==> config.mk <==
export PLATFORM = sky130hd
export DESIGN_NAME = pva_combine
export DESIGN_NICKNAME = d
export VERILOG_FILES = /design/src/pva_pkg.sv /design/src/pva_combine.sv
export SDC_FILE = /design/constraint.sdc
export NUM_CORES = 1
export LEC_CHECK = 0
export ABC_CLOCK_PERIOD_IN_PS = 12560
export BUFFER_PORTS_ARGS = -buffer_cell sky130_fd_sc_hd__buf_2
export CELL_PAD_IN_SITES_DETAIL_PLACEMENT = 2
export CELL_PAD_IN_SITES_GLOBAL_PLACEMENT = 2
export CORE_MARGIN = 2
export CORE_UTILIZATION = 38
export CTS_BUF_LIST = sky130_fd_sc_hd__clkbuf_8
export DETAILED_ROUTE_END_ITERATION = 16
export GPL_ROUTABILITY_DRIVEN = 0
export PLACE_DENSITY = 0.88
export SLEW_MARGIN = 20
export SYNTH_ARGS = -nofsm -noshare
export SYNTH_HDL_FRONTEND = slang
export SYNTH_SLANG_ARGS = --single-unit
==> constraint.sdc <==
create_clock -name clock -period 12.56 [get_ports clock]
set_clock_uncertainty 0.15 [all_clocks]
set_input_delay 1.256 -clock clock [delete_from_list [all_inputs] [get_ports clock]]
set_output_delay 1.256 -clock clock [all_outputs]
set_load 0.01 [all_outputs]
==> src/pva_pkg.sv <==
package pva_pkg;

   // Port field widths.
   localparam int RADIUS_W = 16;
   localparam int ANGLE_W  = 16;
   localparam int RSUM_W   = 17;

   // Fixed-point layout of the datapath.
   localparam int GUARD_BITS     = 8;
   localparam int INT_ANGLE_BITS = 30;
   localparam int GAIN_W         = 30;
   localparam int ATAN_W         = 32;
   localparam int ATAN_ENTRIES   = 24;

   // Rotation coordinates, summed and vectoring coordinates, vectoring angle.
   localparam int RW   = 26;
   localparam int VW   = 28;
   localparam int ZV_W = 35;

   // Angle constants in Q.30 radians and the inverse CORDIC gain in Q0.30.
   localparam logic [ATAN_W-1:0] PI_Q30      = 32'd3373259426;
   localparam logic [ATAN_W-1:0] HALF_PI_Q30 = 32'd1686629713;
   localparam logic [GAIN_W-1:0] GAIN_Q30    = 30'd652032874;

   // Arctangent of 2^-i in Q.30, truncated.
   localparam logic [ATAN_W-1:0] ATAN_TABLE [ATAN_ENTRIES] = '{
      32'h3243F6A8, 32'h1DAC6705, 32'h0FADBAFC, 32'h07F56EA6, 32'h03FEAB76, 32'h01FFD55B,
      32'h00FFFAAA, 32'h007FFF55, 32'h003FFFEA, 32'h001FFFFD, 32'h000FFFFF, 32'h0007FFFF,
      32'h0003FFFF, 32'h0001FFFF, 32'h0000FFFF, 32'h00007FFF, 32'h00003FFF, 32'h00001FFF,
      32'h00000FFF, 32'h000007FF, 32'h000003FF, 32'h000001FF, 32'h000000FF, 32'h0000007F
   };

endpackage

==> src/pva_combine.sv <==
module pva_combine (
   input  logic                            clock,
   input  logic                            advance,
   input  logic signed [pva_pkg::RW-1:0]   xa,
   input  logic signed [pva_pkg::RW-1:0]   ya,
   input  logic                            flip_a,
   input  logic signed [pva_pkg::RW-1:0]   xb,
   input  logic signed [pva_pkg::RW-1:0]   yb,
   input  logic                            flip_b,
   output logic signed [pva_pkg::VW-1:0]   x_dn,
   output logic signed [pva_pkg::VW-1:0]   y_dn,
   output logic signed [pva_pkg::ZV_W-1:0] z_dn,
   output logic                            zero_dn
);

   localparam int VW = pva_pkg::VW;
   localparam int RW = pva_pkg::RW;
   localparam int ZW = pva_pkg::ZV_W;
   localparam logic signed [ZW-1:0] PI_Z =
      $signed({{(ZW-pva_pkg::ATAN_W){1'b0}}, pva_pkg::PI_Q30});

   logic signed [VW-1:0] xa_e, ya_e, xb_e, yb_e;
   logic signed [VW-1:0] xs_ff, xs_in;
   logic signed [VW-1:0] ys_ff, ys_in;
   logic signed [VW-1:0] x_ff, x_in;
   logic signed [VW-1:0] y_ff, y_in;
   logic signed [ZW-1:0] z_ff, z_in;
   logic                 zero_ff, zero_in;

   // Stage one: undo the half turn of each point and add the coordinates.
   always_comb begin
      xa_e  = $signed({{(VW-RW){xa[RW-1]}}, xa});
      ya_e  = $signed({{(VW-RW){ya[RW-1]}}, ya});
      xb_e  = $signed({{(VW-RW){xb[RW-1]}}, xb});
      yb_e  = $signed({{(VW-RW){yb[RW-1]}}, yb});
      xs_in = (flip_a ? -xa_e : xa_e) + (flip_b ? -xb_e : xb_e);
      ys_in = (flip_a ? -ya_e : ya_e) + (flip_b ? -yb_e : yb_e);
   end

   // Stage two: move a sum in the left half plane to the right half plane,
   // starting the angle at plus or minus pi, and flag a zero sum.
   always_comb begin
      zero_in = (xs_ff == '0) && (ys_ff == '0);
      if (xs_ff[VW-1]) begin
         x_in = -xs_ff;
         y_in = -ys_ff;
         z_in = ys_ff[VW-1] ? -PI_Z : PI_Z;
      end else begin
         x_in = xs_ff;
         y_in = ys_ff;
         z_in = '0;
      end
   end

   always_ff @(posedge clock) begin
      if (advance) begin
         xs_ff   <= xs_in;
         ys_ff   <= ys_in;
         x_ff    <= x_in;
         y_ff    <= y_in;
         z_ff    <= z_in;
         zero_ff <= zero_in;
      end
   end

   assign x_dn    = x_ff;
   assign y_dn    = y_ff;
   assign z_dn    = z_ff;
   assign zero_dn = zero_ff;

endmodule

== Yosys cells after proc, flatten, opt, wreduce, memory -nomap -nowiden ==
Index checks and enable logic that the tools add are counted.

* Add/sub/neg operators: 8
* Multiplexer cells: 7
* Reductions and logical operators: 3

{| class="wikitable"
|+ Operators with widths
! kind !! number
|-
| 2-to-1 mux 28 bit || 5
|-
| negator 26 -> 28 bit || 4
|-
| adder 28 bit || 2
|-
| zero test 28 bit || 2
|-
| negator 28 bit || 2
|-
| 2-to-1 mux 35 bit || 1
|-
| 2-to-1 mux 27 bit || 1
|-
| logical AND 1 bit || 1
|}

* Register bits after elaboration: 148
* Logic and storage cells: 25
* Output and inout port bits: 92

== Longest topological paths before layout ==
Gate-level depths: netlist (run 1).

* Depth after elaboration: 3
* Mapped depth: 17
* Mapped depth without buffers: 16

== Worst setup path after synthesis (run 1) ==
Ideal clock, no wire load.

* Path type: input port to flip-flop
* Start point: in xb[5] in the netlist's numbering
* End point: reg xs_ff[26], data pin
* Data arrival time: 4675 ps
* Buffers on the path: 0
* Library setup time: 262 ps
* Cell stages on the path: 12
* Required time: 12148 ps
* Slack: 7473 ps
* Cells stage by stage: or4_1 -> or3_1 -> or3_1 -> or3_4 -> o21ai_0 -> xnor2_1 -> ha_1 -> nand3_1 -> or3_1 -> o31a_1 -> mux2i_1 -> nand3_1

* Longest elaborated chain between the ends: 3

{| class="wikitable"
|+ Ends and longest elaborated chain
! element !! line !! text
|-
| start: declaration || pva_combine.sv:7 || <nowiki>input logic signed [pva_pkg::RW-1:0] xb,</nowiki>
|-
| negator 26 -> 28 bit || pva_combine.sv:36 || <nowiki>xs_in = (flip_a ? -xa_e : xa_e) + (flip_b ? -xb_e : xb_e);</nowiki>
|-
| 2-to-1 mux 28 bit (*) || pva_combine.sv:36 ||
|-
| adder 28 bit (*) || pva_combine.sv:36 ||
|-
| net xs_in[26] || pva_combine.sv:23 || <nowiki>logic signed [VW-1:0] xs_ff, xs_in;</nowiki>
|-
| end signal: assignment || pva_combine.sv:57 || <nowiki>xs_ff <= xs_in;</nowiki>
|-
| end: declaration || pva_combine.sv:23 ||
|}

The timed path passes the listed nets; every way through them passes the cells marked *.
A chain may end at the register's enable or synchronous reset.

== Worst setup path after layout (run 1) ==
* Start point: in xb[5] in the netlist's numbering
* End point: reg xs_ff[24], data pin

Same word-level chain as after synthesis.

==> summary.txt, run 1 <==
Outcome
  • Status: finished clean

Global routing
  • Largest net degree at the start of global routing: 67
  • Total global routing overflow: 0
  • Number of global-route vias before repair: 9270
  • Gr usage total: 0.2455
  • Initial antenna violation count: 5
  • First-pass GRT wire length: just over 50000 µm

Power
  • Internal power: 0.001081 W
  • Combinational group share of total power: 0.415
  • P_sw: 0.0006572 W
  • Leakage power: 4.392 nW
  • PD cells: between 150 and 200 nW/µm²
  • Clock power share: 0.207
  • Maximum vdd drop: 0.00007949 V
  • Pwr Total: roughly 0.0017 W
  • Net Sw Frac: 0.3780
  • Reg power frac: 0.378

CTS
  • CTS tree: built
  • Setup bufs post-CTS: 0
  • Clock buffer depth: 2
  • Post-cts sizing count: 0
  • CTS Hold Bufs: 0
  • Clk sink count: about 120
  • Worst-Skew Late Latency: 0.43 ns
  • H-tree Lvls: 4
  • CTS buffer count: 17
  • CTS root buf: clkbuf_8
  • Clk pin slew, worst setup/hold paths: 0.07 ns

Timing
  • Unrepaired setup endpoints after global routing: false
  • Slew @ Worst Pin: 1.049 ns
  • Post-route minimum period: 5.620 ns
  • Setup violators final: 0
  • Final Hold Fails: 0
  • Rel. slew slack: 0.3004
  • Max Transition Viols Final: 0
  • Fmax: 0.1779 GHz
  • Tcrit/Tclk final: 0.4474
  • Setup TNS: 0 ns

Floorplanning
  • Die Ht: 165.0 µm
  • Initial cell density of the core: 0.3891
  • Core area: about 25000 µm²
  • Io pins: 200
  • DIE AREA: around 27000 µm²
  • Die width: 165.0 µm
  • Standard-cell rows: 58

Logic synthesis
  • Combinational family with the most area after synthesis: compound AO/OA/AOI/OAI gates
  • Top_reg_cell synth: edfxtp_1
  • Simple-gate area share of the yosys netlist: 0.1493
  • Ys async rst share: 0
  • Post-synthesis cell count: between 1000 and 1500
  • Synth area leader: edfxtp_1
  • Post-synthesis adder-cell area fraction: 0.08024
  • Synth area leaders: edfxtp_1, xnor2_1, ha_1, o21ai_0, o31ai_1
  • Syn avg cell area: roughly 9.5 µm²
  • Post-synthesis sequential area ratio: 0.3535
  • Post-synth top area share: 0.3535
  • Compound-Gate Fraction of Synth Area: 0.1921
  • Number of flops mapped to enable cells by yosys: between 100 and 150
  • Post-Synth XOR/XNOR Area: 0.1706
  • Mapped Area: 9854 µm²
  • Netlist cell types: 70
  • Seq cells post-synth: 116
  • Synthesized net count: around 1200
  • Mux share of post-synthesis cell area: 0.003047
  • Yosys warns: 0

Worst setup path
  • CP Depth: 12
  • Crit path max-delay family: simple AND/OR/NAND/NOR gates
  • Worst Setup End Kind: register
  • CP max FO: 7
  • Worst-path cell chain: buf_2 > or4_1 > or3_1 > or3_1 > or3_4 > o21ai_0 > xnor2_1 > ha_1 > nand3_1 > or3_1 > o31a_1 > o311ai_0
  • Setup crit end: xs_ff[24]
  • CP max stage cell: or4_1
  • Setup slack, reg-to-reg: 9.39 ns
  • Setup crit start kind: primary input
  • Critical R2R Capture: x_dn[23]
  • Reg2reg start: xs_ff[5]
  • CP Launch Point: xb[5]
  • R2R cell count: 6
  • Cell mode on critical path: or3_1
  • Kind of critical path: in -> reg
  • Buf+Inv Stages, Crit Path: 1
  • Worst Path Arrival: 5.62 ns
  • CP peak stage delay: roughly 0.57 ns
  • Data required, critical path: 12.56 ns

Routing
  • Routed vias/inst: 5.684
  • Pre-antenna DRT Iters: 5
  • DR vias: about 8800
  • Routed WL: around 33000 µm
  • Antenna viol nets, final: 0
  • WL per Instance: roughly 22 µm
  • Remaining DRCs: 0
  • Initial drt markers: 441

Placement
  • Placed cell count: approximately 1500
  • IO Port Bufs: 198
  • Hpwl dp: 27090 µm
  • DP Area: 10940 µm²

Min path
  • Hold WC Path Type: reg -> reg
  • Hold path depth: 0

Layout
  • Post-route cell area: 11350 µm²
  • Final #Nets: 1367
  • Layout cells sized above 1: 0.2043
  • P&R area growth vs syn: 15.17%
  • Finished Layout Cells: ~1500

Run
  • Max Cap Viol: 0
[cells in the mapped netlist (all sizes together) (3+ instances only)]
cell / count
nand3b: 5
or4: 26
nand2b: 17
mux2i: 3
a31oi: 12
buf: 34
o21bai: 4
o21a: 7
xor2: 17
or2: 7
o41ai: 21
o31ai: 48
edfxtp: 116
a21oi: 47
inv: 39
a211oi: 5
nand3: 16
o21ai: 87
nand2: 83
nor2b: 9
a21o: 20
xnor2: 175
nor4: 8
o211ai: 3
nor3: 21
a41oi: 3
or3: 23
nor2: 41
o2111ai: 3
ha: 60
clkbuf: 28
o311ai: 4
and3: 11
[worst min path at each step]
| stage | startpoint | to |
|---|---|---|
| 2_1_floorplan | xs_ff[0] | x_dn[0] |
| 3_3_place_gp | xs_ff[0] | x_dn[0] |
| 3_5_place_dp | xs_ff[0] | x_dn[0] |
| 4_1_cts | ys_ff[0] | y_dn[0] |
| 5_1_grt | ys_ff[0] | y_dn[0] |
| 6_report | ys_ff[0] | y_dn[0] |
[area by class of cell]
type,instances,area (µm²)
Antenna cell,3,7.507
Fill cell,2832,13980
Inverter,39,146.4
Timing Repair Buffer,202,1023
Multi-Input combinational cell,821,5871
Clock inverter,14,171.4
Sequential cell,116,3483
Clock buffer,17,234.0
Tap cell,330,412.9
[layout by cell type, fill, tap and decap left out, types with 7 or more instances in the layout]
cell type / count
xnor2_1: 175
a31oi_1: 12
o31ai_1: 47
or3_1: 22
a21o_1: 20
o41ai_1: 18
xor2_1: 17
inv_1: 42
nand2_1: 83
and3_1: 11
nand2b_1: 16
nor3_1: 21
nand3_1: 16
a21oi_1: 47
o21a_1: 7
nor4_1: 8
buf_2: 197
nor2_1: 41
nor2b_1: 9
clkbuf_8: 17
or4_1: 22
ha_1: 60
edfxtp_1: 116
o21ai_0: 86
[kinds of logic (layout without fill, tap and decap cells)]
group / count (synthesis) / in the layout
buf+inv: 101 / 272
flops: 116 / 116
mux: 3 / 3
compound gates: 285 / 285
other cells: 1 / 4
fa+ha+maj: 62 / 62
simple gates: 278 / 278
xor+xnor: 192 / 192
[flip-flops by register name (all words and copies together), names as in the netlist]
name	count
ys_ff	28
z_dn	3
zero_dn	1
xs_ff	28
y_dn	28
x_dn	28
[through the flow]
step                worst slack, ns  hold WS, ns    util
floorplan                     7.473       0.2911       -
global placement              6.769       0.3235  0.4318
detailed placement            6.564       0.3487  0.4318
CTS                           7.019       0.3747  0.4478
global route                  6.767       0.3889  0.4479
finish                        6.940       0.3706  0.4481
[layer usage]
layer	up-vias	wire, µm	global-route usage	share of wire
li1	4151	-	-	-
met1	4316	15090	0.3240	0.45
met2	260	15820	0.4184	0.48
met3	34	1655	0.03867	0.050
met4	4	576	0.06443	0.017
met5	-	25	0	0.00075
[worst reg2reg max path: stages (launching register included)]
cell      delay (ns)
edfxtp_1        0.43
or4_1           0.62
or4_1           0.52
nand2b_1        0.25
or3_1           0.49
o31ai_1         0.37
xnor2_1         0.10
[power by group through the flow]
stage	clock [W]	sequential, W	combinational [W]
floorplan	0	0.000669	0.000438
global placement	0	0.000650	0.000671
detailed placement	0	0.000665	0.000710
CTS	0.000367	0.000659	0.000721
global route	0.000381	0.000668	0.000790
finish	0.000360	0.000658	0.000721
(Power assumes the default switching activity.)
==> run 2, diff against run 1 <==
--- a/config.mk
+++ b/config.mk
@@ -5,16 +5,16 @@
 export SDC_FILE = /design/constraint.sdc
 export NUM_CORES = 1
 export LEC_CHECK = 0
-export ABC_CLOCK_PERIOD_IN_PS = 12560
+export ABC_CLOCK_PERIOD_IN_PS = 4550
 export BUFFER_PORTS_ARGS = -buffer_cell sky130_fd_sc_hd__buf_2
 export CELL_PAD_IN_SITES_DETAIL_PLACEMENT = 2
 export CELL_PAD_IN_SITES_GLOBAL_PLACEMENT = 2
 export CORE_MARGIN = 2
-export CORE_UTILIZATION = 38
+export CORE_UTILIZATION = 32
 export CTS_BUF_LIST = sky130_fd_sc_hd__clkbuf_8
 export DETAILED_ROUTE_END_ITERATION = 16
 export GPL_ROUTABILITY_DRIVEN = 0
-export PLACE_DENSITY = 0.88
+export PLACE_DENSITY = 0.79
 export SLEW_MARGIN = 20
 export SYNTH_ARGS = -nofsm -noshare
 export SYNTH_HDL_FRONTEND = slang
==> constraint.sdc (replaced) <==
create_clock -name clock -period 4.55 [get_ports clock]
set_clock_uncertainty 0.15 [all_clocks]
set_input_delay 0.455 -clock clock [delete_from_list [all_inputs] [get_ports clock]]
set_output_delay 0.455 -clock clock [all_outputs]
set_load 0.01 [all_outputs]
==> run 2 against run 1 <==
  * Cell count grew 7.0%
  * Register-to-register slack lost 8.0 ns
  * Non-clock buffer count increased by 40
  * Worst setup slack got worse by 6.7 ns
  * Critical endpoint unchanged
==> summary.txt, run 2 (synthesis gave the netlist of run 1 again) <==
Floorplanning
  • Core area: 30430 µm² (+20%)
  • Initial cell density of the core: 0.3238 (-0.06524)
  • Standard-cell rows: 64 (+10%)
  • Die Ht: 179.5 µm (+8.8%)
  • Io pins: 200 (unchanged)
  • Die width: 179.5 µm (+8.8%)
  • DIE AREA: 32210 µm² (+18%)

Routing
  • Pre-antenna DRT Iters: 4 (-1)
  • DR vias: 8838 (+0.83%)
  • Routed vias/inst: 5.356 (-5.8%)
  • Antenna viol nets, final: 0 (unchanged)
  • Remaining DRCs: 0 (unchanged)
  • Routed WL: 33160 µm (about the same)
  • Initial drt markers: 368 (-17%)
  • WL per Instance: 20.10 µm (-6.6%)

Layout
  • Most frequent cells in the layout: buf_2, xnor2_1, edfxtp_1
  • Layout cells sized above 1: 0.2296 (+0.02530)
  • Commonest non-fill, non-tap cell in the layout: buf_2
  • Final #Nets: 1407 (+2.9%)
  • P&R area growth vs syn: 19.46%
  • Post-route cell area: 11770 µm² (+3.7%)

CTS
  • H-tree Lvls: 4 (unchanged)
  • Worst-Skew Late Latency: 0.42 ns (about the same)
  • CTS buffer count: 17 (unchanged)
  • Clock buffer depth: 2 (unchanged)
  • Post-cts sizing count: 0 (unchanged)
  • CTS tree: built
  • Clk pin slew, worst setup/hold paths: 0.07 ns (about the same)
  • CTS root buf: clkbuf_8
  • Clk sink count: 116 (unchanged)
  • Setup bufs post-CTS: 0 (unchanged)
  • CTS Hold Bufs: 0 (unchanged)

Outcome
  • Status: finished clean

Placement
  • Pre-CTS WS: -0.1795 ns (-6.743 ns)
  • DP Area: 11330 µm² (+3.6%)
  • Hpwl dp: 28030 µm (+3.5%)
  • IO Port Bufs: 198 (unchanged)

Timing
  • Fmax: 0.2329 GHz
  • Tcrit/Tclk final: 0.9437
  • Rel. slew slack: 0.5791 (+0.2787)
  • Slew @ Worst Pin: 0.6265 ns (-0.4229 ns)
  • Setup violators final: 0 (unchanged)
  • Max Transition Viols Final: 0 (unchanged)
  • Post-route minimum period: approximately 4.3 ns
  • Min Hold Slack: 0.2787 ns (-0.09187 ns)
  • Setup TNS: 0 ns (unchanged)
  • Final Hold Fails: 0 (unchanged)
  • Unrepaired setup endpoints after global routing: false
  • Final worst slack: 0.2561 ns (-6.684 ns)

Global routing
  • Largest net degree at the start of global routing: 60 (-10%)
  • Gr usage total: 0.2016 (-0.04386)
  • Initial antenna violation count: 10 (+5)
  • Number of global-route vias before repair: 9392 (+1.3%)
  • Total global routing overflow: 0 (unchanged)
  • First-pass GRT wire length: 52460 µm (+1.4%)

Min path
  • Hold Path Origin: yb[0]
  • Worst hold path endpoint: ys_ff[0]
  • Hold WC Path Type: in -> reg
  • Hold path depth: 2 (+2)

Worst setup path
  • R2R cell count: 6 (unchanged)
  • CP max FO: 4 (-3)
  • Kind of critical path: in -> reg
  • Critical R2R Capture: x_dn[23]
  • Worst Path Arrival: 4.34 ns (-1.28 ns)
  • Data required, critical path: 4.59 ns (-7.97 ns)
  • Worst Setup End Kind: register
  • Reg2reg start: xs_ff[5]
  • Setup slack, reg-to-reg: 1.40 ns (-7.99 ns)
  • Setup crit start kind: primary input

Power
  • PD cells: 414.2 nW/µm² (+170%)
  • Leakage power: 4.599 nW (+4.7%)
  • Maximum vdd drop: 0.0001621 V (+100%)

Run
  • Max Cap Viol: 0 (unchanged)
run 2: layout make-up:
cell class / instances / area (µm²)
antenna: 4 / 10.01
multi-input combinational: 821 / 5871
timing repair buffer: 242 / 1336
inverter: 39 / 146.4
clock inverter: 15 / 196.4
fill: 3479 / 18660
sequential: 116 / 3483
tap: 396 / 495.5
clock buffer: 17 / 234.0
run 2: report_power, final:
group | leakage, nW | switching [W] | total, W | internal, W
Clock | 0.228 | 0.000397 | 0.00103 | 0.000638
Sequential | 1.14 | 0.000192 | 0.00180 | 0.00161
Combinational | 3.23 | 0.00119 | 0.00204 | 0.000858
run 2: per-stage QoR:
| step | instances | power, W | utilization |
|---|---|---|---|
| 6_report | 1650 | 0.004877 | 0.3869 |
| 3_5_place_dp | 1614 | 0.003866 | 0.3724 |
| 3_3_place_gp | 1614 | 0.003745 | 0.3724 |
| 5_1_grt | 1648 | 0.005168 | 0.3867 |
| 2_1_floorplan | 1038 | 0.003056 | - |
| 4_1_cts | 1646 | 0.004921 | 0.3866 |
run 2: critical path: stages:
cell      delay, ns
buf_2          0.10
or4_1          0.54
buf_4          0.16
or4_1          0.56
or3_1          0.42
o31ai_1        0.32
xnor2_1        0.11
ha_1           0.33
nand3_1        0.16
or3_1          0.43
o31a_1         0.37
o311ai_0       0.39
run 2: how the worst max path moves through the flow:
| stage | slack, ns | cells after the start | from | endpoint |
|---|---|---|---|---|
| 6_report | 0.26 | 12 | xb[5] | xs_ff[24] |
| 4_1_cts | 0.30 | 12 | xb[5] | xs_ff[24] |
| 3_5_place_dp | -0.18 | 12 | xb[5] | xs_ff[24] |
| 3_3_place_gp | 0.03 | 13 | yb[5] | ys_ff[24] |
| 5_1_grt | 0.03 | 12 | xb[5] | xs_ff[24] |
| 2_1_floorplan | 0.26 | 12 | xb[5] | xs_ff[26] |
run 2: metal layers:
layer,wire [µm],GRT usage,up-vias
met2,15770,0.3484,201
met3,1533,0.03586,31
met4,290,0.03772,12
li1,-,-,4233
met5,73,0,-
met1,15490,0.2654,4361
